$ cat src/rtl/core/json_object_stream_framer_core_assert.svh
// assertion macros for the json object stream framer
// no dependencies; included by files that carry concurrent assertions
`ifndef JSON_OBJECT_STREAM_FRAMER_CORE_ASSERT_SVH
`define JSON_OBJECT_STREAM_FRAMER_CORE_ASSERT_SVH
`ifndef ASSERT_OFF
`define JSOF_ASSERT_IMPLY(lbl, clk, rst_n, ante, cons, msg) \
    lbl: assert property (@(posedge clk) disable iff (!rst_n) (ante) |-> (cons)) \
        else $error(msg);
`define JSOF_ASSERT_NEXT(lbl, clk, rst_n, ante, cons, msg) \
    lbl: assert property (@(posedge clk) disable iff (!rst_n) (ante) |=> (cons)) \
        else $error(msg);
`else
`define JSOF_ASSERT_IMPLY(lbl, clk, rst_n, ante, cons, msg)
`define JSOF_ASSERT_NEXT(lbl, clk, rst_n, ante, cons, msg)
`endif
`endif

$ cat src/rtl/core/jsof_pkg.sv
// shared types and constants for the json object stream framer
// no dependencies
`timescale 1ns / 1ps

package jsof_pkg;

    localparam int CFG_W     = 16;
    localparam int CFG_IDX_W = 2;

    localparam logic [CFG_IDX_W-1:0] CFG_IDX_SIZE    = 2'd0;
    localparam logic [CFG_IDX_W-1:0] CFG_IDX_UNCLEAR = 2'd1;
    localparam logic [CFG_IDX_W-1:0] CFG_IDX_STALE   = 2'd2;

    localparam logic [CFG_W-1:0] SIZE_LIMIT_RST    = 16'd50000;
    localparam logic [CFG_W-1:0] UNCLEAR_LIMIT_RST = 16'd1000;
    localparam logic [CFG_W-1:0] STALE_TICKS_RST   = 16'd10000;

    localparam logic [7:0] CH_TAB    = 8'h09;
    localparam logic [7:0] CH_CR     = 8'h0D;
    localparam logic [7:0] CH_SPACE  = 8'h20;
    localparam logic [7:0] CH_QUOTE  = 8'h22;
    localparam logic [7:0] CH_A      = 8'h41;
    localparam logic [7:0] CH_D      = 8'h44;
    localparam logic [7:0] CH_E      = 8'h45;
    localparam logic [7:0] CH_N      = 8'h4E;
    localparam logic [7:0] CH_O      = 8'h4F;
    localparam logic [7:0] CH_V      = 8'h56;
    localparam logic [7:0] CH_UNDER  = 8'h5F;
    localparam logic [7:0] CH_LBRACE = 8'h7B;
    localparam logic [7:0] CH_RBRACE = 8'h7D;

    localparam int Q_DEPTH = 2;
    localparam int Q_AW    = $clog2(Q_DEPTH);
    localparam int Q_CW    = $clog2(Q_DEPTH + 1);

    typedef enum logic [3:0] {
        BC_WS,
        BC_N,
        BC_A,
        BC_V,
        BC_UNDER,
        BC_O,
        BC_D,
        BC_E,
        BC_LBRACE,
        BC_RBRACE,
        BC_QUOTE,
        BC_OTHER
    } t_bcls;

    typedef enum logic [3:0] {
        LM_NONE,
        LM_N,
        LM_NA,
        LM_NAV,
        LM_NO,
        LM_NOD,
        LM_NODE,
        LM_HIT,
        LM_CLEAR,
        LM_OTHER
    } t_lead;

    typedef struct packed {
        logic       kind;
        logic [7:0] byte_in;
    } t_in_item;

    typedef struct packed {
        logic [7:0] byte_out;
        logic       in_object;
        logic       object_last;
        logic       object_bad;
        logic       flushed;
    } t_out_item;

    typedef struct packed {
        logic       kind;
        logic [7:0] byte_val;
        t_bcls      cls;
    } t_q_entry;

    typedef struct packed {
        logic full;
        logic empty;
    } t_q_stat;

    typedef struct packed {
        logic [CFG_W-1:0] size_limit;
        logic [CFG_W-1:0] unclear_limit;
        logic [CFG_W-1:0] stale_ticks;
    } t_cfg;

endpackage

$ cat src/rtl/core/jsof_front.sv
// front end: accepts input beats, classifies the byte and pushes into the queue
// depends on jsof_pkg
`timescale 1ns / 1ps

module jsof_front (
    input  logic                i_in_valid,
    input  jsof_pkg::t_in_item  i_in_item,
    input  jsof_pkg::t_q_stat   i_q_stat,
    output logic                o_in_stall,
    output logic                o_push,
    output jsof_pkg::t_q_entry  o_push_entry
);

    function automatic jsof_pkg::t_bcls classify(input logic [7:0] b);
        jsof_pkg::t_bcls c;
        unique case (b) inside
            [jsof_pkg::CH_TAB:jsof_pkg::CH_CR], jsof_pkg::CH_SPACE: c = jsof_pkg::BC_WS;
            jsof_pkg::CH_N:      c = jsof_pkg::BC_N;
            jsof_pkg::CH_A:      c = jsof_pkg::BC_A;
            jsof_pkg::CH_V:      c = jsof_pkg::BC_V;
            jsof_pkg::CH_UNDER:  c = jsof_pkg::BC_UNDER;
            jsof_pkg::CH_O:      c = jsof_pkg::BC_O;
            jsof_pkg::CH_D:      c = jsof_pkg::BC_D;
            jsof_pkg::CH_E:      c = jsof_pkg::BC_E;
            jsof_pkg::CH_LBRACE: c = jsof_pkg::BC_LBRACE;
            jsof_pkg::CH_RBRACE: c = jsof_pkg::BC_RBRACE;
            jsof_pkg::CH_QUOTE:  c = jsof_pkg::BC_QUOTE;
            default:             c = jsof_pkg::BC_OTHER;
        endcase
        return c;
    endfunction

    assign o_in_stall = i_q_stat.full;
    assign o_push     = i_in_valid && !i_q_stat.full;

    always_comb begin
        o_push_entry.kind     = i_in_item.kind;
        o_push_entry.byte_val = i_in_item.byte_in;
        o_push_entry.cls      = classify(i_in_item.byte_in);
    end

endmodule

$ cat src/rtl/core/jsof_queue.sv
// two-entry queue between the classifier front end and the framing back end
// depends on jsof_pkg
`timescale 1ns / 1ps

module jsof_queue (
    input  logic               i_clk,
    input  logic               i_rst_n,
    input  logic               i_push,
    input  jsof_pkg::t_q_entry i_push_entry,
    input  logic               i_pop,
    output jsof_pkg::t_q_entry o_head,
    output jsof_pkg::t_q_stat  o_stat
);

    jsof_pkg::t_q_entry            r_mem [jsof_pkg::Q_DEPTH];
    logic [jsof_pkg::Q_AW-1:0]     r_wp;
    logic [jsof_pkg::Q_AW-1:0]     r_rp;
    logic [jsof_pkg::Q_CW-1:0]     r_count;
    logic [jsof_pkg::Q_AW-1:0]     n_wp;
    logic [jsof_pkg::Q_AW-1:0]     n_rp;
    logic [jsof_pkg::Q_CW-1:0]     n_count;

    always_comb begin
        n_wp    = r_wp;
        n_rp    = r_rp;
        n_count = r_count;
        if (i_push) begin
            n_wp = (r_wp == jsof_pkg::Q_AW'(jsof_pkg::Q_DEPTH - 1)) ? '0 : r_wp + 1'b1;
        end
        if (i_pop) begin
            n_rp = (r_rp == jsof_pkg::Q_AW'(jsof_pkg::Q_DEPTH - 1)) ? '0 : r_rp + 1'b1;
        end
        if (i_push && !i_pop) begin
            n_count = r_count + 1'b1;
        end else if (!i_push && i_pop) begin
            n_count = r_count - 1'b1;
        end
    end

    always_ff @(posedge i_clk) begin
        if (!i_rst_n) begin
            r_wp    <= '0;
            r_rp    <= '0;
            r_count <= '0;
        end else begin
            r_wp    <= n_wp;
            r_rp    <= n_rp;
            r_count <= n_count;
        end
    end

    always_ff @(posedge i_clk) begin
        if (i_push) begin
            r_mem[r_wp] <= i_push_entry;
        end
    end

    assign o_head       = r_mem[r_rp];
    assign o_stat.full  = (r_count == jsof_pkg::Q_CW'(jsof_pkg::Q_DEPTH));
    assign o_stat.empty = (r_count == '0);

endmodule

$ cat src/rtl/core/jsof_back.sv
// back end: buffer count, brace depth, lead matcher, idle timer and result register
// depends on jsof_pkg
`timescale 1ns / 1ps

module jsof_back #(
    parameter int COUNT_BITS = 17
) (
    input  logic                i_clk,
    input  logic                i_rst_n,
    input  jsof_pkg::t_cfg      i_cfg,
    input  jsof_pkg::t_q_entry  i_head,
    input  jsof_pkg::t_q_stat   i_q_stat,
    output logic                o_pop,
    output logic                o_out_valid,
    input  logic                i_out_stall,
    output jsof_pkg::t_out_item o_out_item
);

    localparam int CMP_W = (COUNT_BITS > jsof_pkg::CFG_W) ? COUNT_BITS : jsof_pkg::CFG_W;
    localparam logic [COUNT_BITS-1:0] CNT_MAX = '1;

    logic [COUNT_BITS-1:0]       r_cnt;
    logic                        r_inside;
    logic [COUNT_BITS-1:0]       r_depth;
    jsof_pkg::t_lead             r_lead;
    logic                        r_garbage;
    logic [jsof_pkg::CFG_W-1:0]  r_idle;
    logic                        r_out_valid;
    jsof_pkg::t_out_item         r_out_item;

    logic [COUNT_BITS-1:0]       n_cnt;
    logic                        n_inside;
    logic [COUNT_BITS-1:0]       n_depth;
    jsof_pkg::t_lead             n_lead;
    logic                        n_garbage;
    logic [jsof_pkg::CFG_W-1:0]  n_idle;
    logic                        n_out_valid;
    jsof_pkg::t_out_item         n_out_item;

    logic                        go;
    logic [jsof_pkg::CFG_W-1:0]  idle_eff;
    logic [COUNT_BITS-1:0]       cnt_inc;
    logic [COUNT_BITS-1:0]       depth_dec;
    jsof_pkg::t_lead             lead_nxt;
    logic                        flush;

    function automatic jsof_pkg::t_lead lead_next(input jsof_pkg::t_lead s,
                                                  input jsof_pkg::t_bcls c);
        jsof_pkg::t_lead r;
        r = jsof_pkg::LM_OTHER;
        unique case (s)
            jsof_pkg::LM_NONE: begin
                if (c == jsof_pkg::BC_WS) begin
                    r = jsof_pkg::LM_NONE;
                end else if (c == jsof_pkg::BC_N) begin
                    r = jsof_pkg::LM_N;
                end else if (c == jsof_pkg::BC_LBRACE || c == jsof_pkg::BC_QUOTE) begin
                    r = jsof_pkg::LM_CLEAR;
                end
            end
            jsof_pkg::LM_N: begin
                if (c == jsof_pkg::BC_A) begin
                    r = jsof_pkg::LM_NA;
                end else if (c == jsof_pkg::BC_O) begin
                    r = jsof_pkg::LM_NO;
                end
            end
            jsof_pkg::LM_NA: begin
                if (c == jsof_pkg::BC_V) r = jsof_pkg::LM_NAV;
            end
            jsof_pkg::LM_NAV: begin
                if (c == jsof_pkg::BC_UNDER) r = jsof_pkg::LM_HIT;
            end
            jsof_pkg::LM_NO: begin
                if (c == jsof_pkg::BC_D) r = jsof_pkg::LM_NOD;
            end
            jsof_pkg::LM_NOD: begin
                if (c == jsof_pkg::BC_E) r = jsof_pkg::LM_NODE;
            end
            jsof_pkg::LM_NODE: begin
                if (c == jsof_pkg::BC_UNDER) r = jsof_pkg::LM_HIT;
            end
            jsof_pkg::LM_HIT:   r = jsof_pkg::LM_HIT;
            jsof_pkg::LM_CLEAR: r = jsof_pkg::LM_CLEAR;
            default:            r = jsof_pkg::LM_OTHER;
        endcase
        return r;
    endfunction

    assign go        = !i_q_stat.empty && (!r_out_valid || !i_out_stall);
    assign idle_eff  = (r_cnt == '0) ? '0 : r_idle;
    assign cnt_inc   = (r_cnt != CNT_MAX) ? r_cnt + 1'b1 : r_cnt;
    assign depth_dec = (r_depth != '0) ? r_depth - 1'b1 : r_depth;
    assign lead_nxt  = lead_next(r_lead, i_head.cls);
    assign flush     = (lead_nxt == jsof_pkg::LM_HIT)
                    || (CMP_W'(cnt_inc) > CMP_W'(i_cfg.size_limit))
                    || (idle_eff > i_cfg.stale_ticks)
                    || ((lead_nxt != jsof_pkg::LM_CLEAR)
                        && (CMP_W'(cnt_inc) >= CMP_W'(i_cfg.unclear_limit)));

    always_comb begin
        n_cnt       = r_cnt;
        n_inside    = r_inside;
        n_depth     = r_depth;
        n_lead      = r_lead;
        n_garbage   = r_garbage;
        n_idle      = r_idle;
        n_out_valid = r_out_valid && i_out_stall;
        n_out_item  = r_out_item;
        if (go) begin
            if (i_head.kind) begin
                if (r_idle != '1) n_idle = r_idle + 1'b1;
            end else begin
                n_cnt                  = cnt_inc;
                n_lead                 = lead_nxt;
                n_idle                 = idle_eff;
                n_out_item             = '0;
                n_out_item.byte_out    = i_head.byte_val;
                if (flush) begin
                    n_out_item.flushed = 1'b1;
                    n_out_valid        = 1'b1;
                    n_cnt              = '0;
                    n_inside           = 1'b0;
                    n_depth            = '0;
                    n_lead             = jsof_pkg::LM_NONE;
                    n_garbage          = 1'b0;
                    n_idle             = '0;
                end else if (!r_inside) begin
                    if (i_head.cls != jsof_pkg::BC_LBRACE) begin
                        if (i_head.cls != jsof_pkg::BC_WS) n_garbage = 1'b1;
                    end else begin
                        n_inside              = 1'b1;
                        n_depth               = COUNT_BITS'(1);
                        n_out_item.in_object  = 1'b1;
                        n_out_item.object_bad = r_garbage;
                        n_out_valid           = 1'b1;
                    end
                end else begin
                    n_out_item.in_object  = 1'b1;
                    n_out_item.object_bad = r_garbage;
                    n_out_valid           = 1'b1;
                    if (i_head.cls == jsof_pkg::BC_LBRACE) begin
                        if (r_depth != CNT_MAX) n_depth = r_depth + 1'b1;
                    end else if (i_head.cls == jsof_pkg::BC_RBRACE) begin
                        n_depth = depth_dec;
                        if (depth_dec == '0) begin
                            n_out_item.object_last = 1'b1;
                            n_cnt                  = '0;
                            n_inside               = 1'b0;
                            n_lead                 = jsof_pkg::LM_NONE;
                            n_garbage              = 1'b0;
                            n_idle                 = '0;
                        end
                    end
                end
            end
        end
    end

    always_ff @(posedge i_clk) begin
        if (!i_rst_n) begin
            r_cnt       <= '0;
            r_inside    <= 1'b0;
            r_depth     <= '0;
            r_lead      <= jsof_pkg::LM_NONE;
            r_garbage   <= 1'b0;
            r_idle      <= '0;
            r_out_valid <= 1'b0;
        end else begin
            r_cnt       <= n_cnt;
            r_inside    <= n_inside;
            r_depth     <= n_depth;
            r_lead      <= n_lead;
            r_garbage   <= n_garbage;
            r_idle      <= n_idle;
            r_out_valid <= n_out_valid;
        end
    end

    always_ff @(posedge i_clk) begin
        r_out_item <= n_out_item;
    end

    assign o_pop       = go;
    assign o_out_valid = r_out_valid;
    assign o_out_item  = r_out_item;

endmodule

$ cat src/rtl/core/json_object_stream_framer_core.sv
// json object stream framer top level: config registers, front end, queue, back end
// an accepted beat is written into the queue; the back end pops it and registers any result
// throughput: one beat per cycle while the output is not stalled, bytes and ticks alike;
// set by the back end state loop (count increment and limit compares feeding the next beat)
// reset: synchronous, clears the queue, framing state and result valid, loads limit defaults
// depends on jsof_pkg, jsof_front, jsof_queue, jsof_back and the assertion header
`timescale 1ns / 1ps
`include "json_object_stream_framer_core_assert.svh"

module json_object_stream_framer_core #(
    parameter int COUNT_BITS = 17
) (
    input  logic                              i_clk,
    input  logic                              i_rst_n,
    input  logic                              i_in_valid,
    output logic                              o_in_stall,
    input  jsof_pkg::t_in_item                i_in_item,
    output logic                              o_out_valid,
    input  logic                              i_out_stall,
    output jsof_pkg::t_out_item               o_out_item,
    input  logic                              i_cfg_valid,
    output logic                              o_cfg_ready,
    input  logic [jsof_pkg::CFG_IDX_W-1:0]    i_cfg_index,
    input  logic [jsof_pkg::CFG_W-1:0]        i_cfg_data
);

    jsof_pkg::t_cfg     r_cfg;
    jsof_pkg::t_cfg     n_cfg;
    jsof_pkg::t_q_stat  q_stat;
    jsof_pkg::t_q_entry push_entry;
    jsof_pkg::t_q_entry head;
    logic               push;
    logic               pop;

    assign o_cfg_ready = 1'b1;

    always_comb begin
        n_cfg = r_cfg;
        if (i_cfg_valid) begin
            unique case (i_cfg_index)
                jsof_pkg::CFG_IDX_SIZE:    n_cfg.size_limit    = i_cfg_data;
                jsof_pkg::CFG_IDX_UNCLEAR: n_cfg.unclear_limit = i_cfg_data;
                jsof_pkg::CFG_IDX_STALE:   n_cfg.stale_ticks   = i_cfg_data;
                default: ;
            endcase
        end
    end

    always_ff @(posedge i_clk) begin
        if (!i_rst_n) begin
            r_cfg.size_limit    <= jsof_pkg::SIZE_LIMIT_RST;
            r_cfg.unclear_limit <= jsof_pkg::UNCLEAR_LIMIT_RST;
            r_cfg.stale_ticks   <= jsof_pkg::STALE_TICKS_RST;
        end else begin
            r_cfg <= n_cfg;
        end
    end

    jsof_front u_front (
        .i_in_valid   (i_in_valid),
        .i_in_item    (i_in_item),
        .i_q_stat     (q_stat),
        .o_in_stall   (o_in_stall),
        .o_push       (push),
        .o_push_entry (push_entry)
    );

    jsof_queue u_queue (
        .i_clk        (i_clk),
        .i_rst_n      (i_rst_n),
        .i_push       (push),
        .i_push_entry (push_entry),
        .i_pop        (pop),
        .o_head       (head),
        .o_stat       (q_stat)
    );

    jsof_back #(
        .COUNT_BITS (COUNT_BITS)
    ) u_back (
        .i_clk       (i_clk),
        .i_rst_n     (i_rst_n),
        .i_cfg       (r_cfg),
        .i_head      (head),
        .i_q_stat    (q_stat),
        .o_pop       (pop),
        .o_out_valid (o_out_valid),
        .i_out_stall (i_out_stall),
        .o_out_item  (o_out_item)
    );

    `JSOF_ASSERT_IMPLY(a_flush_clean, i_clk, i_rst_n, o_out_valid && o_out_item.flushed, !o_out_item.in_object && !o_out_item.object_last && !o_out_item.object_bad, "flushed beat carries object flags")
    `JSOF_ASSERT_IMPLY(a_last_in_obj, i_clk, i_rst_n, o_out_valid && o_out_item.object_last, o_out_item.in_object && !o_out_item.flushed, "object last outside an object")
    `JSOF_ASSERT_NEXT(a_no_phantom, i_clk, i_rst_n, !o_out_valid && q_stat.empty, !o_out_valid, "result appeared with empty queue")

endmodule
$ cat config.mk
export PLATFORM = sky130hd
export DESIGN_NAME = json_object_stream_framer_core
export DESIGN_NICKNAME = d
export VERILOG_FILES = /design/src/rtl/core/jsof_pkg.sv /design/src/rtl/core/jsof_front.sv /design/src/rtl/core/jsof_queue.sv /design/src/rtl/core/jsof_back.sv /design/src/rtl/core/json_object_stream_framer_core.sv
export VERILOG_INCLUDE_DIRS = /design/src /design/src/rtl/core
export SDC_FILE = /design/constraint.sdc
export NUM_CORES = 1
export LEC_CHECK = 0
export ABC_AREA = 0
export BUFFER_PORTS_ARGS = -buffer_cell sky130_fd_sc_hd__buf_2
export CORE_ASPECT_RATIO = 1.75
export CORE_MARGIN = 2
export CORE_UTILIZATION = 65
export CTS_CLUSTER_DIAMETER = 30
export DETAILED_ROUTE_END_ITERATION = 8
export PLACE_DENSITY = 0.88
export SYNTH_ARGS = -nofsm -noshare
export SYNTH_HDL_FRONTEND = slang
export SYNTH_SLANG_ARGS = --single-unit
$ cat constraint.sdc
create_clock -name i_clk -period 8.15 [get_ports i_clk]
set_input_delay 0.4075 -clock i_clk [delete_from_list [all_inputs] [get_ports i_clk]]
set_output_delay 0.4075 -clock i_clk [all_outputs]
set_load 0.05 [all_outputs]
Word level (Yosys, flattened, before mapping)
Memory sizes are Yosys's and may differ from the RTL's. A register that Yosys moved wholly into a read port is not among the register bits.
Index checks and enable logic that the tools add are counted.
Operators by class
  $add $sub $neg: 8
  magnitude comparators: 5
  eq/ne operators: 45
  mux-type cells: 68
  bitwise operators: 3
  reductions and logical operators: 39
Operator list (count)
  17-bit two-way mux: 13
  16-bit two-way mux: 8
  8-bit by 7-bit equality test with 1-bit output, second input constant: 9
  4-bit two-way mux: 13
  4-bit one-hot mux with 11 select lines: 1
  4-bit by 3-bit equality test with 1-bit output, second input constant: 9
  17-bit by 1-bit adder with 17-bit output, second input constant: 2
  17-bit zero test: 2
  17-bit != test, second input constant: 2
  4-bit one-hot mux with 8 select lines: 1
  1-bit two-way mux: 30
  17-bit by 16-bit greater-or-equal comparator with 1-bit output: 1
  17-bit by 16-bit > comparator with 1-bit output: 1
  17-bit nonzero test: 1
  17-bit by 1-bit subtractor with 17-bit output, second input constant: 1
  16-bit by 1-bit adder with 16-bit output, second input constant: 1
  4-bit by 2-bit equality test with 1-bit output, second input constant: 4
  4-bit equality test, second input constant: 4
  8-bit by 6-bit equality test with 1-bit output, second input constant: 2
  16-bit > comparator: 1
  16-bit != test, second input constant: 1
  4-bit != test, second input constant: 4
  2-bit AND reduction: 5
  3-bit != test, second input constant: 3
  24 further kinds: 49
Word-level totals
  flip-flop bits (word level): 121
  bits in writable memories: 26
  input port bits: 32
  output and inout bits: 15
  word-level logic and storage cells: 187
  memories: 1
Memory list
  u_queue.r_mem: depth 2, width 13, read ports 1, clocked after Yosys merged registers in 1, write ports 1, line jsof_queue.sv:15  | jsof_pkg::t_q_entry r_mem [jsof_pkg::Q_DEPTH];

Logic depth before layout (Yosys ltp)
Gate-level depths: netlist of run 1.
  depth in word-level cells: 13
  depth in mapped cells: 20
  gate-level depth less buffers: 18

Hierarchy
Synthesis of run 1 repeated with hierarchy kept, for this count alone.
Unflattened totals
  cells, all modules: 1068
  area, all modules: 9260.1 sq um
Modules (own cells, without submodules)
  jsof_back: times used 1, cells an instance 762, area an instance 5784.3 sq um
  json_object_stream_framer_core: times used 1, cells an instance 190, area an instance 1966.9 sq um
  jsof_queue: times used 1, cells an instance 62, area an instance 1151.1 sq um
  jsof_front: times used 1, cells an instance 54, area an instance 357.8 sq um

Least setup slack after synthesis of run 1
Ideal clock, no wire load.
  path kind: register -> register
  start: reg u_back.r_cnt[6]
  end: reg u_back.r_cnt[10]
  setup time: 0.061 ns
  arrival: 3.932 ns
  required time: 8.089 ns
  setup slack: 4.157 ns
  stages on the path, launching flop included: 20
  path buffers: 3
  cells stage by stage: dfxtp_1 clkbuf_1 nand4_1 nor4_1 nand2_1 nand2_1 nor2_1 xor2_1 ha_1 and4_1 nor2b_1 o31ai_1 o2111ai_1 a211oi_1 and3_1 inv_2 buf_2 nor3_2 buf_2 a32o_1
Between the ends
  word-level cells in the longest chain between the ends: 7
  elaborated cells between the ends (all ways): 17
  classes of those cells: add/sub (1); order compare (3); eq/ne (1); mux (7); reduce/logical (5)
RTL lines
  start: declaration: line jsof_back.sv:22  | logic [COUNT_BITS-1:0] r_cnt;
  start signal: assignment: line jsof_back.sv:170  | r_cnt <= n_cnt;
  17-bit by 1-bit adder with 17-bit output or 17-bit != test (tied branches): line jsof_back.sv:92  | assign cnt_inc = (r_cnt != CNT_MAX) ? r_cnt + 1'b1 : r_cnt;
  17-bit two-way mux: line jsof_back.sv:92
  17-bit by 16-bit > comparator with 1-bit output: line jsof_back.sv:96  | || (CMP_W'(cnt_inc) > CMP_W'(i_cfg.size_limit))
  1-bit logical OR: line jsof_back.sv:96
  1-bit logical OR: line jsof_back.sv:97  | || (idle_eff > i_cfg.stale_ticks)
  1-bit logical OR *: line jsof_back.sv:98  | || ((lead_nxt != jsof_pkg::LM_CLEAR)
  net u_back.flush: line jsof_back.sv:45  | logic flush;
  17-bit two-way mux *: line jsof_back.sv:119  | if (flush) begin
The timed path passes the listed nets; every way through them passes the cells marked *.
A chain may end at the register's enable or synchronous reset.

Final worst setup path of run 1
  start: reg u_back.r_cnt[6]
  end: reg u_back.r_idle[13] (netlist name)
Between the ends
  word-level cells in the longest chain between the ends: 8
  elaborated cells between the ends (all ways): 18
  classes of those cells: add/sub (1); order compare (3); eq/ne (1); mux (8); reduce/logical (5)
RTL lines
  17-bit by 1-bit adder with 17-bit output (tied with other cells): line jsof_back.sv:92
  17-bit two-way mux or 16-bit two-way mux (tied branches): line jsof_back.sv:92, jsof_back.sv:91
  17-bit by 16-bit > comparator with 1-bit output or 16-bit two-way mux (tied branches): line jsof_back.sv:96, jsof_back.sv:146
  1-bit logical OR or 16-bit two-way mux (tied branches): line jsof_back.sv:96, jsof_back.sv:144
  1-bit logical OR or 16-bit two-way mux (tied branches): line jsof_back.sv:97, jsof_back.sv:142
  1-bit logical OR or 16-bit two-way mux (tied branches): line jsof_back.sv:98, jsof_back.sv:128
  16-bit two-way mux *: line jsof_back.sv:119
  16-bit two-way mux *: line jsof_back.sv:111  | if (i_head.kind) begin
  end signal: assignment: line jsof_back.sv:175  | r_idle <= n_idle;
  end: declaration: line jsof_back.sv:27  | logic [jsof_pkg::CFG_W-1:0] r_idle;
Mark *: on every way between the ends. The rest lies on a longest branch, timed or not.

==> results list, run 1 <==
- GP Congestion: 0.950
- The cell area that synthesis handed to floorplanning was 0.00908 mm^2.
* Global routing usage summed across all routing layers: 0.309
* Area share of the largest cell type after synthesis: 0.242
* Die width: 93.4 um
- Number of synthesized flops with an enable pin: 38
* Data arrival time of the critical path: 5.64 ns
* Via count of the first global-routing pass: 7792
* Startpoint-to-endpoint class of the critical path: reg -> reg
- Cell row count: 57
* Compound-gate portion of the synthesized area: 0.198
- Measured along the y axis, the die boundary spans 160 um.
- In the finished design, the share of the clock period the worst path needs comes to 0.647.
- In the synthesized netlist, the number of instances is 1080.
- Clk Tree Root Cell: clkbuf_16
- Adder and majority gate portion of the synthesized area: 0.0758
- In the final timing run, aggregate negative setup slack is 0 ns.
* Transition time at the pin with the least slew margin: 1.20 ns
- Clock net sink count: 148
- Proportion of synthesized area in mux cells: 0.0202
- Ys flop type: dfxtp_1
- Across the VDD grid, the largest voltage drop is 179 uV.
- The initial antenna violation count came to 0.
- The final layout contains routed wiring with a total length of 22.4 mm.
- After routing the design area is 0.00992 mm^2.
- Largest clock skew in the final design: 0.00977 ns
- Input and output buffers added on the ports amount to 45.
* Required time reported for the critical path endpoint: 8.52 ns
- Count of final hold-check violations: 0
- After detailed routing, the average wire length per cell comes to 17.6 um.
* Synthesis-stage register bit count: 148
* Biggest area consumer among synthesized cells: dfxtp_1
- Dominant cell by count in the synthesized netlist: nand2_1
- Minimum period implied by the final worst setup slack: 5.27 ns
- Fin cells: 1271
* Run status: finished clean
* Main combinational cell family by area after synthesis: simple AND/OR/NAND/NOR gates
- Type of the worst min-delay path: in -> reg
* Top cells by area in the synthesized netlist: dfxtp_1 (24%), edfxtp_1 (13%), ha_1 (7.6%), nand2_1 (7.1%), a21boi_0 (3.2%)
- Final net count: 1168
- Clock-pin slew was measured on the worst setup and hold paths at 0.07 ns.
- Number of DRC violations after detailed routing: 0
* Area growth syn-to-layout: 9.24%
- Final antenna diode count: 0
- Congestion Overflow GR: 0
* Fraction of final layout cells with drive strength greater than 1: 0.116
- Based on the critical path, the design can be clocked at up to 190 MHz.
- Initial core utilization: 0.660
- Core Region: 0.0138 mm^2
- The H-tree generated during clock tree synthesis spans 4 levels.
- For this run, asynchronously set or reset flops after synthesis account for 0.
* Number of hold buffers added after cts: 0
- The number of setup buffers added after CTS is 0.
- Number of placed cells counting well taps: 1239
* Post-cts repair resize count: 0
* Post-synthesis simple-gate area fraction: 0.258
- P_leak: 3.96 nW
* Drt first-iter violations: 528
- Worst-path maximum fanout: 16
* Power per unit of standard cell area: 227 mW/mm^2
- Net count after synthesis: 1167
- The number of pins with negative max-slew slack in the final report was 0.
- After synthesis, the most frequently instantiated cells are nand2_1 (172), dfxtp_1 (110), nor2_1 (67).
- Detailed-routing iteration count for the pre-antenna-repair pass: 5
- Area share of xor/xnor cells in the synthesized design: 0.0222
- Yosys warning count: 0
* Placed Instance Area: 0.00929 mm^2
- The share of the Yosys chip area taken by registers is 0.368.
- The later pin in the worst-skew pair is clocked with a latency of 0.43 ns.
- After filler insertion, the fill cell instance count of the layout stands at 1056.
- Bufs on Longest Clock Path: 2
- I/O Pins: 47
* Max-slew headroom: 0.196
* # Max-Cap Violations: 0
- In this run, distinct cell masters in the synthesized netlist total 83.
* Area of the die: 0.0150 mm^2
* TritonCTS clock tree: built
- Setup repair after global routing missed its margin: no
- Setup violations remaining at the end of the flow were counted as 0.
* Number of CTS-inserted buffers: 17
- Crit start category: flop
- Pin count of the biggest net entering global routing: 100
- Total number of vias: 8100
* Global-route wire length before repair: 37.0 mm
* Final ANT Viol Nets: 0
- Synthesized area per cell: 8.41 um^2
* Average vias per placed instance: 6.37
- Type of destination of the critical path: flop
- Post-detailed-placement half-perimeter wirelength: 16.1 mm
[power by group]
group | switching (mW) | leakage [nW] | internal [mW]
clock network | 0.359 | 0.307 | 0.472
registers | 0.0639 | 1.24 | 0.831
logic | 0.353 | 2.42 | 0.175
total | 0.776 | 3.96 | 1.48
[critical path, stage by stage, from the launching register on]
cell,delay (ns)
dfxtp_1,0.50
nand4_1,0.20
nor4_1,0.45
nand2_1,0.26
nand2_1,0.20
nor2_1,0.12
nand2_1,0.10
xnor2_1,0.14
ha_1,0.35
nand2_1,0.08
nor4_1,0.47
a41oi_1,0.20
a211oi_1,0.43
and3_1,0.32
inv_2,0.14
nor3_2,0.89
o221a_2,0.35
[cells by family (layout without fill, tap and decap cells)]
logic type                 count (synthesis)  count (layout)
muxes                                     17              17
DFF                                      148             148
xor gates and xnor gates                  23              23
other                                      1               1
adders and majority gates                 55              55
AOI/OAI and AO/OA                        240             240
buffers and inverters                    133             147
and+or+nand+nor                          463             463
[cell type report]
cell class                 instances  area (um^2)  area share
clock buffer                      17          425      0.0429
clock inverter                    15          208      0.0209
inverter                          66          248      0.0250
multi-input combinational        799         5220       0.526
sequential                       148         3340       0.337
tap                              177          221      0.0223
timing repair buffer              49          255      0.0257
[flip-flops by register name, summed over array words and instances, names as in the netlist, 2 cells and up, named ones only]
| register | cells |
|---|---|
| u_queue.r_count | 2 |
| r_cfg | 48 |
| u_back.r_depth | 17 |
| u_back.r_lead | 4 |
| u_queue.r_mem | 26 |
| u_back.o_out_item | 12 |
| u_back.r_cnt | 17 |
| u_back.r_idle | 16 |
[layer usage]
metal	vias to the layer above	wire length (um)	global-route usage
li1	3923	-	-
met1	3809	8400	0.335
met2	284	11800	0.551
met3	84	1010	0.0507
met4	0	1200	0.184
met5	-	0	0
[per-stage QoR]
stage          hold WS, ns  worst slack (ns)  total power [mW]  utilization
6_report             0.181              2.88              2.25        0.721
5_1_grt              0.169              2.39              2.35        0.721
4_1_cts              0.170              2.99              2.26        0.721
3_5_place_dp         0.459              3.06              1.43        0.675
3_3_place_gp         0.454              3.22              1.42        0.675
2_1_floorplan        0.443              4.16              1.30            -
[placed cells by master (no fill, tap or decap), drive strengths merged, types with 8 or more instances in the layout]
master  synthesis  routed
clkbuf         54      17
nand4          22      22
o21ai          27      27
o211ai         29      29
and2           28      28
nor2           69      69
xnor2          15      15
dfxtp         110     110
a21boi         39      39
a32o           13      13
a21oi          31      31
nor3           24      24
mux2           11      11
nor4           18      18
o221a          13      13
buf            13      49
nor2b          10      10
nand3          57      57
xor2            8       8
edfxtp         38      38
and3           13      13
a31oi           8       8
nand2         172     172
ha             55      55
inv            66      74
[worst paths after layout]
kind                                startpoint                              to  slack (ns)  depth (start not counted)
hold / removal                    i_in_item[8]  u_queue.r_mem[0][12]$_DFFE_PP_        0.18                          1
setup / recovery  u_back.r_cnt[6]$_SDFFE_PN0P_  u_back.r_idle[13]$_SDFFE_PN0P_        2.88                         16
hold reg to reg          r_cfg[3]$_SDFFE_PN0P_           r_cfg[3]$_SDFFE_PN0P_        0.47                          2
setup reg to reg  u_back.r_cnt[6]$_SDFFE_PN0P_  u_back.r_idle[13]$_SDFFE_PN0P_        2.88                         16
No activity file was read; power rests on OpenSTA's default activity.
==> inputs of run 2 (changes only) <==
--- a/config.mk
+++ b/config.mk
@@ -10,10 +10,10 @@
 export BUFFER_PORTS_ARGS = -buffer_cell sky130_fd_sc_hd__buf_2
 export CORE_ASPECT_RATIO = 1.75
 export CORE_MARGIN = 2
-export CORE_UTILIZATION = 65
+export CORE_UTILIZATION = 62
 export CTS_CLUSTER_DIAMETER = 30
 export DETAILED_ROUTE_END_ITERATION = 8
-export PLACE_DENSITY = 0.88
+export PLACE_DENSITY = 0.85
 export SYNTH_ARGS = -nofsm -noshare
 export SYNTH_HDL_FRONTEND = slang
 export SYNTH_SLANG_ARGS = --single-unit
==> constraint.sdc (replaced) <==
create_clock -name i_clk -period 5 [get_ports i_clk]
set_input_delay 0.25 -clock i_clk [delete_from_list [all_inputs] [get_ports i_clk]]
set_output_delay 0.25 -clock i_clk [all_outputs]
set_load 0.05 [all_outputs]
==> run 2 against run 1 <==
First-iteration DRC count increased by 37%. Largest cell class unchanged. Critical path depth increased by 1. Global-route usage decreased by 0.99 points. Routed wire length increased by 1.2%. Core utilization decreased by 2.8 points. Count of clock-buffer cells in the layout unchanged.
==> results list, run 2 (synthesized netlist as in run 1, its figures left out) <==
- The run finished with clean final reports.
- The worst hold path belongs to the class in -> reg.
- The data arrival time of the critical path came to 4.84 ns (-0.80 ns).
- Relative to the synthesized area, the layout overhead comes to 9.61%.
* Number of antenna violations at the first check in global routing: 0 (unchanged)
* Fin area: 0.00996 mm^2 (+0.34%)
* P_leak: 3.98 nW (+0.52%)
* Clock transition at the register clock pins on the worst setup and hold paths after CTS: 0.07 ns (about the same)
- Worst-path maximum fanout: 16 (unchanged)
* Clock Latency Late Sink: 0.43 ns (about the same)
- Number of placed cells counting well taps: 1249 (+0.81%)
- The largest net degree at the start of global routing was 62 (-38%).
* Share of the cycle needed by the critical path after routing: 0.893 (+0.246)
* I/O Pins: 47 (unchanged)
- The filler cell count in the final layout was 1124 (+6.4%).
* Register bank with the most flops: r_cfg
* Chip height: 164 um (+2.3%)
- Most used cells in the layout excluding fill and tap cells: nand2_1 (172), dfxtp_1 (110), nor2_1 (67)
- Type of destination of the critical path: flop
- The total die area was 0.0157 mm^2 (+4.7%).
- Number of CTS-inserted buffers: 17 (unchanged)
* Via count of the first global-routing pass: 7739 (-0.68%)
* Peak ir drop on the vdd network: 242 uV (+35%)
- The final total power is 3.65 mW (+62%).
- The worst setup slack before clock tree synthesis came to 0.627 ns (-2.43 ns).
- Largest clock skew in the final design: 0.0151 ns (+0.00531 ns)
- The cell sitting at the root of the clock tree is a clkbuf_16.
- The count of final setup violators is 0 (unchanged).
* Cell row count: 58 (+1.8%)
- The count of endpoints failing hold in the final timing report was 0 (unchanged).
* Final antenna diode count: 0 (unchanged)
* Placed Instance Area: 0.00935 mm^2 (+0.61%)
- The worst setup path is launched from a flop.
* Area used by multi-input combinational logic: 0.00523 mm^2 (+0.14%)
- Max-slew headroom: 0.169 (-0.0274)
- The global-route wire length before repair came to 37.1 mm (+0.19%).
- The half-perimeter wire length of the detailed placement result was 16.2 mm (+0.78%).
* Die width: 95.5 um (+2.3%)
- GP Congestion: 0.984 (+3.6%)
* Minimum period implied by the final worst setup slack: 4.46 ns (-0.808 ns)
- The detail-routed net length per standard cell was 17.7 um (+0.44%).
- The initial standard-cell utilization of the core came to 0.632 (-0.0278).
- In this run the most critical hold path is launched from i_in_item[8].
- The flip-flop count of the largest register, all copies and words added was 48 (unchanged).
* Bufs on Longest Clock Path: 2 (unchanged)
* Utilization of the core after routing: 0.693 (-0.0280)
* Fraction of final layout cells with drive strength greater than 1: 0.123 (+0.00653)
- Transition time at the pin with the least slew margin: 1.24 ns (+0.0410 ns)
- Worst hold slack across all endpoints: 0.0127 ns (-0.168 ns)
- The count of buffers from port buffering came to 45 (unchanged).
- The critical path is of the reg -> reg type.
* Final net count: 1175 (+0.60%)
* Clock net sink count: 148 (unchanged)
* Setup repair after global routing missed its margin: no
- The total grt overflow was 0 (unchanged).
- The largest registers in the layout are r_cfg (48), u_queue.r_mem (26).
- Flip-flop and latch area: 0.00334 mm^2 (unchanged)
- In this run the critical register-to-register path is launched from u_back.r_cnt[6]$_SDFFE_PN0P_.
* TritonCTS clock tree: built
- The number of routed nets with antenna violations was 0 (unchanged).
* Required time reported for the critical path endpoint: 5.37 ns (-3.15 ns)
- The total iterations of the first detailed-routing run came to 5 (unchanged).
* Origin of the worst setup path: u_back.r_cnt[6]$_SDFFE_PN0P_
* Total number of vias: 8213 (+1.4%)
- Drt first-iter violations: 723 (+37%)
* # Max-Cap Violations: 0 (unchanged)
* Global routing usage summed across all routing layers: 0.299 (-0.00985)
- The fmax is 224 MHz (+18%).
- Fin cells: 1281 (+0.79%)
- The minimum setup slack in the final design was 0.535 ns (-2.34 ns).
- Count of buffers added by post-CTS timing repair for setup: 0 (unchanged)
* Most frequent standard cell in the layout excluding fill and tap cells: nand2_1
- The wire length reported by the detailed router is 22.7 mm (+1.2%).
* Average vias per placed instance: 6.41 (+0.60%)
* Number of DRC violations after detailed routing: 0 (unchanged)
* CTS HTree Levels: 4 (unchanged)
* Power per unit of standard cell area: 367 mW/mm^2 (+62%)
- The core area was 0.0144 mm^2 (+4.4%).
- The setup TNS came to 0 ns (unchanged).
- The number of pins with negative max-slew slack in the final report came to 0 (unchanged).
## run 2: cell types whose count changed in the layout (fill, tap and decap cells not counted)
cell,before,now
a2111oi_0,3,2
inv_6,3,5
clkinv_4,1,0
nor4_2,0,1
bufinv_16,2,1
clkinvlp_4,1,2
nor4_1,17,16
clkinv_8,3,2
buf_4,4,11
a2111oi_1,0,1
## run 2: worst paths after layout
check | end | slack [ns] | cells past startpoint
max | u_back.r_idle[6]$_SDFFE_PN0P_ | 0.54 | 17
min | u_queue.r_mem[1][12]$_DFFE_PP_ | 0.01 | 1
min reg2reg | r_cfg[6]$_SDFFE_PN0P_ | 0.47 | 2
max reg2reg | u_back.r_idle[6]$_SDFFE_PN0P_ | 0.54 | 17
## run 2: worst max-delay path, stage by stage, from the launching register on
cell,delay [ns]
dfxtp_1,0.52
nand4_1,0.21
nor4_2,0.38
nand2_1,0.23
nand2_1,0.19
nor2_1,0.12
nand2_1,0.11
xnor2_1,0.15
ha_1,0.35
nand2_1,0.08
nor4_1,0.42
a41oi_1,0.20
a211oi_1,0.38
and3_1,0.30
inv_2,0.14
nor3_2,0.19
buf_4,0.23
o221a_2,0.21
## run 2: report_power, final
group / internal (mW) / switching [mW] / leakage [nW]
sequential: 1.35 / 0.108 / 1.24
combinational: 0.304 / 0.588 / 2.45
clock: 0.718 / 0.583 / 0.291
## run 2: timing repair
action,4_1_cts,5_1_grt
setup endpoints to repair,0,7
resized for setup,0,2
hold buffers,0,0
hold endpoints to repair,0,0
## run 2: final cells by class
cell class | instances | area share
Clock buffer | 17 | 0.0427
Inverter | 66 | 0.0249
Sequential cell | 148 | 0.336
Tap cell | 180 | 0.0226
Clock inverter | 15 | 0.0178
Timing Repair Buffer | 56 | 0.0309
Multi-Input combinational cell | 799 | 0.525
## run 2: routing by layer
metal | GRT usage | up-vias | wire length, um
li1 | - | 3943 | -
met1 | 0.332 | 3862 | 8600
met2 | 0.535 | 308 | 12000
met3 | 0.0427 | 100 | 981
met4 | 0.167 | 0 | 1130
met5 | 0 | - | 0
==> inputs of run 3 (changes only) <==
--- a/config.mk
+++ b/config.mk
@@ -11,7 +11,9 @@
 export CORE_ASPECT_RATIO = 1.75
 export CORE_MARGIN = 2
 export CORE_UTILIZATION = 62
+export CTS_BUF_LIST = sky130_fd_sc_hd__clkbuf_16
 export CTS_CLUSTER_DIAMETER = 30
+export CTS_CLUSTER_SIZE = 14
 export DETAILED_ROUTE_END_ITERATION = 8
 export PLACE_DENSITY = 0.85
 export SYNTH_ARGS = -nofsm -noshare
==> constraint.sdc (replaced) <==
create_clock -name i_clk -period 4.5 [get_ports i_clk]
set_input_delay 0.225 -clock i_clk [delete_from_list [all_inputs] [get_ports i_clk]]
set_output_delay 0.225 -clock i_clk [all_outputs]
set_load 0.05 [all_outputs]
==> run 3 against run 2 <==
Core utilization grew 1.3 points. Highest routed layer unchanged. Combinational power grew 19%. Die area is the same. Clock skew shrank 0.0015 ns. Critical endpoint is now u_back.r_idle[14]$_SDFFE_PN0P_. Register-to-register slack lost 0.20 ns. Clock power grew 12%. Flip-flop and latch count is the same.
==> results list, run 3 (synthesized netlist as in run 1, its figures left out) <==
* Count of pins over their slew limit: 0 (unchanged)
- The number of buffers and inverters on the critical path came to 5 (+3).
- The count of buffers from port buffering was 45 (unchanged).
* Global-route wire length before repair: 35.9 mm (-3.1%)
- The routed via count was 8154 (-0.72%).
* Drt first-iter violations: 399 (-45%)
- Final wirelength: 22.5 mm (-0.71%)
- The non-filler instance count after layout was 1297 (+1.2%).
- The final setup skew was 0.0136 ns (-0.00152 ns).
- Die width: 95.5 um (unchanged)
* Detail-routed net length per standard cell: 17.4 um (-1.9%)
- The largest net degree at the start of global routing came to 58 (-6.5%).
* Required time reported for the critical path endpoint: 4.81 ns (-0.56 ns)
* Global routing usage on met3: 0.0472 (+0.00459)
* P_leak: 4.08 nW (+2.4%)
* Count of final hold-check violations: 0 (unchanged)
- Number of cells on the worst reg-to-reg path: 18 (+1)
- TritonCTS built the clock tree.
- Detailed-routing iteration count for the pre-antenna-repair pass: 7 (+2)
- Final antenna diode count: 0 (unchanged)
- Minimum period implied by the final worst setup slack: 4.16 ns (-0.304 ns)
- Max-slew headroom: 0.201 (+0.0328)
- Clock transition at the register clock pins on the worst setup and hold paths after CTS: 0.07 ns (about the same)
- Placed Instance Area: 0.00946 mm^2 (+1.2%)
* Maximum frequency from static timing analysis: 240 MHz (+7.3%)
* Chip height: 164 um (unchanged)
- Crit-path slowest cell: o311a_1
- Final net count: 1191 (+1.4%)
- The critical-path maximum fanout came to 17 (+1).
- The number of core rows was 58 (unchanged).
* Layer with the highest usage: met2
- GP Congestion: 0.930 (-5.5%)
* Worst hold slack across all endpoints: 0.0650 ns (+0.0523 ns)
* Chain of cells forming the critical path: buf_4 -> inv_1 -> ha_1 -> nor4b_1 -> nand4_1 -> buf_4 -> and2_1 -> ha_1 -> and3_1 -> nand4_1 -> a211oi_1 -> a2111oi_0 -> a21o_1 -> and3_1 -> inv_2 -> nor3_4 -> buf_12 -> o311a_1
- The clock insertion delay at the later pin of the skew report was 0.43 ns (about the same).
- The setup path with the least slack is of type reg -> reg.
- Peak ir drop on the vdd network: 235 uV (-3.1%)
- Average vias per placed instance: 6.29 (-1.9%)
* Data arrival time of the critical path: 4.47 ns (-0.37 ns)
* Most used cells in the layout excluding fill and tap cells: nand2_1 (171), dfxtp_1 (109), nor2_1 (67)
- Cell family with the largest share of critical-path delay: simple AND/OR/NAND/NOR gates
- Number of placed cells counting well taps: 1262 (+1.0%)
- M1 GR Usage: 0.306 (-0.0266)
* Transition time at the pin with the least slew margin: 1.19 ns (-0.0490 ns)
- # Max-Cap Violations: 0 (unchanged)
- Clk Tree Root Cell: clkbuf_16
* Register bank with the most flops: r_cfg
* Global routing usage summed across all routing layers: 0.291 (-0.00818)
* Delay of the slowest cell on the worst path: 0.34 ns (-0.18 ns)
- Run status: finished clean
* Share of the cycle needed by the critical path after routing: 0.925 (+0.0317)
- Core Region: 0.0144 mm^2 (unchanged)
* Final setup margin: 0.339 ns (-0.196 ns)
- The flip-flop count of the largest register, all copies and words added is 48 (unchanged).
- Power per unit of standard cell area: 404 mW/mm^2 (+10%)
- The initial antenna violation count came to 0 (unchanged).
- Sw Ratio: 0.347 (-0.00350)
- Fraction of power consumed by the clock network: 0.353 (-0.003)
- Number of setup violations in the final report: 0 (unchanged)
* Switching Power: 1.42 mW (+11%)
- The total clock buffers created by CTS is 17 (unchanged).
* Final ANT Viol Nets: 0 (unchanged)
- GR met2 Demand/Resource: 0.543 (+0.00800)
- The buffer depth of the longest clock path is 2 (unchanged).
- Internal Power: 2.68 mW (+13%)
* CTS HTree Levels: 4 (unchanged)
- The via count of the first global-routing pass is 7716 (-0.30%).
* Post-route setup TNS: 0 ns (unchanged)
* Area growth syn-to-layout: 11.7%
* Setup repair after global routing missed its margin: no
- Comb power frac: 0.257 (+0.013)
- The final total power came to 4.10 mW (+12%).
* Sequential group share of total power: 0.390 (-0.010)
- Type of the worst min-delay path: in -> reg
- Crit start category: flop
* Most frequent standard cell in the layout excluding fill and tap cells: nand2_1
* Worst slack, placed: 0.124 ns (-0.503 ns)
* Congestion Overflow GR: 0 (unchanged)
- The post-route cell area was 0.0101 mm^2 (+1.9%).
- Number of DRC violations after detailed routing: 0 (unchanged)
* I/O Pins: 47 (unchanged)
- Hold Path Stages: 3 (+2)
- STA classifies the critical path endpoint as a flop.
- The fraction of the core area covered by cells at the end of the flow is 0.706 (+0.0134).
* Initial core utilization: 0.632 (unchanged)
* Clock net sink count: 148 (unchanged)
- Largest registers ranked by flip-flop count: r_cfg (48), u_queue.r_mem (26)
- The fraction of final layout cells with drive strength greater than 1 is 0.141 (+0.0188).
* Post-detailed-placement half-perimeter wirelength: 16.3 mm (+0.71%)
- The number of gates on the worst path with buffers counted was 18 (+1).
- The total die area came to 0.0157 mm^2 (unchanged).
run 3: changes by cell type in the layout (fill, tap and decap cells not counted), sizes merged:
cell	delta
buf	+15
clkinv	-1
clkinvlp	+1
dlygate4sd3	+1
run 3: layer usage:
| metal | up-vias | part of all wire |
|---|---|---|
| li1 | 3973 | - |
| met5 | - | 0 |
| met3 | 79 | 0.043 |
| met1 | 3841 | 0.38 |
| met4 | 0 | 0.041 |
| met2 | 261 | 0.54 |
run 3: tightest hold or removal path, stage by stage:
cell and delay (ns):
buf_2 0.10, nand2_1 0.05, o211ai_1 0.08
run 3: layout make-up:
| type | count | area (um^2) |
|---|---|---|
| clock buffer | 17 | 425 |
| clock inverter | 15 | 176 |
| fill | 1130 | 4220 |
| inverter | 66 | 248 |
| multi-input combinational | 799 | 5290 |
| sequential | 148 | 3340 |
| tap | 180 | 225 |
| timing repair buffer | 72 | 443 |
run 3: final timing paths:
| check | from | end | slack (ns) |
|---|---|---|---|
| setup / recovery | u_back.r_cnt[0]$_SDFFE_PN0P_ | u_back.r_idle[14]$_SDFFE_PN0P_ | 0.34 |
| hold / removal | i_cfg_data[9] | r_cfg[25]$_SDFFE_PN1P_ | 0.06 |
| setup reg to reg | u_back.r_cnt[0]$_SDFFE_PN0P_ | u_back.r_idle[14]$_SDFFE_PN0P_ | 0.34 |
| hold reg to reg | r_cfg[18]$_SDFFE_PN0P_ | r_cfg[18]$_SDFFE_PN0P_ | 0.47 |
run 3: repair_timing:
item,in CTS,in global routing
resized for setup,0,11
hold endpoints to repair,2,0
hold buffers,1,0
setup endpoints to repair,0,59
setup buffers,0,2
run 3: power groups by stage:
stage / Clock, mW / Combinational, mW / Sequential, mW
2_1_floorplan: 0 / 0.680 / 1.68
3_3_place_gp: 0 / 1.01 / 1.62
3_5_place_dp: 0 / 1.03 / 1.63
4_1_cts: 1.46 / 1.04 / 1.60
5_1_grt: 1.52 / 1.14 / 1.62
6_report: 1.45 / 1.06 / 1.60
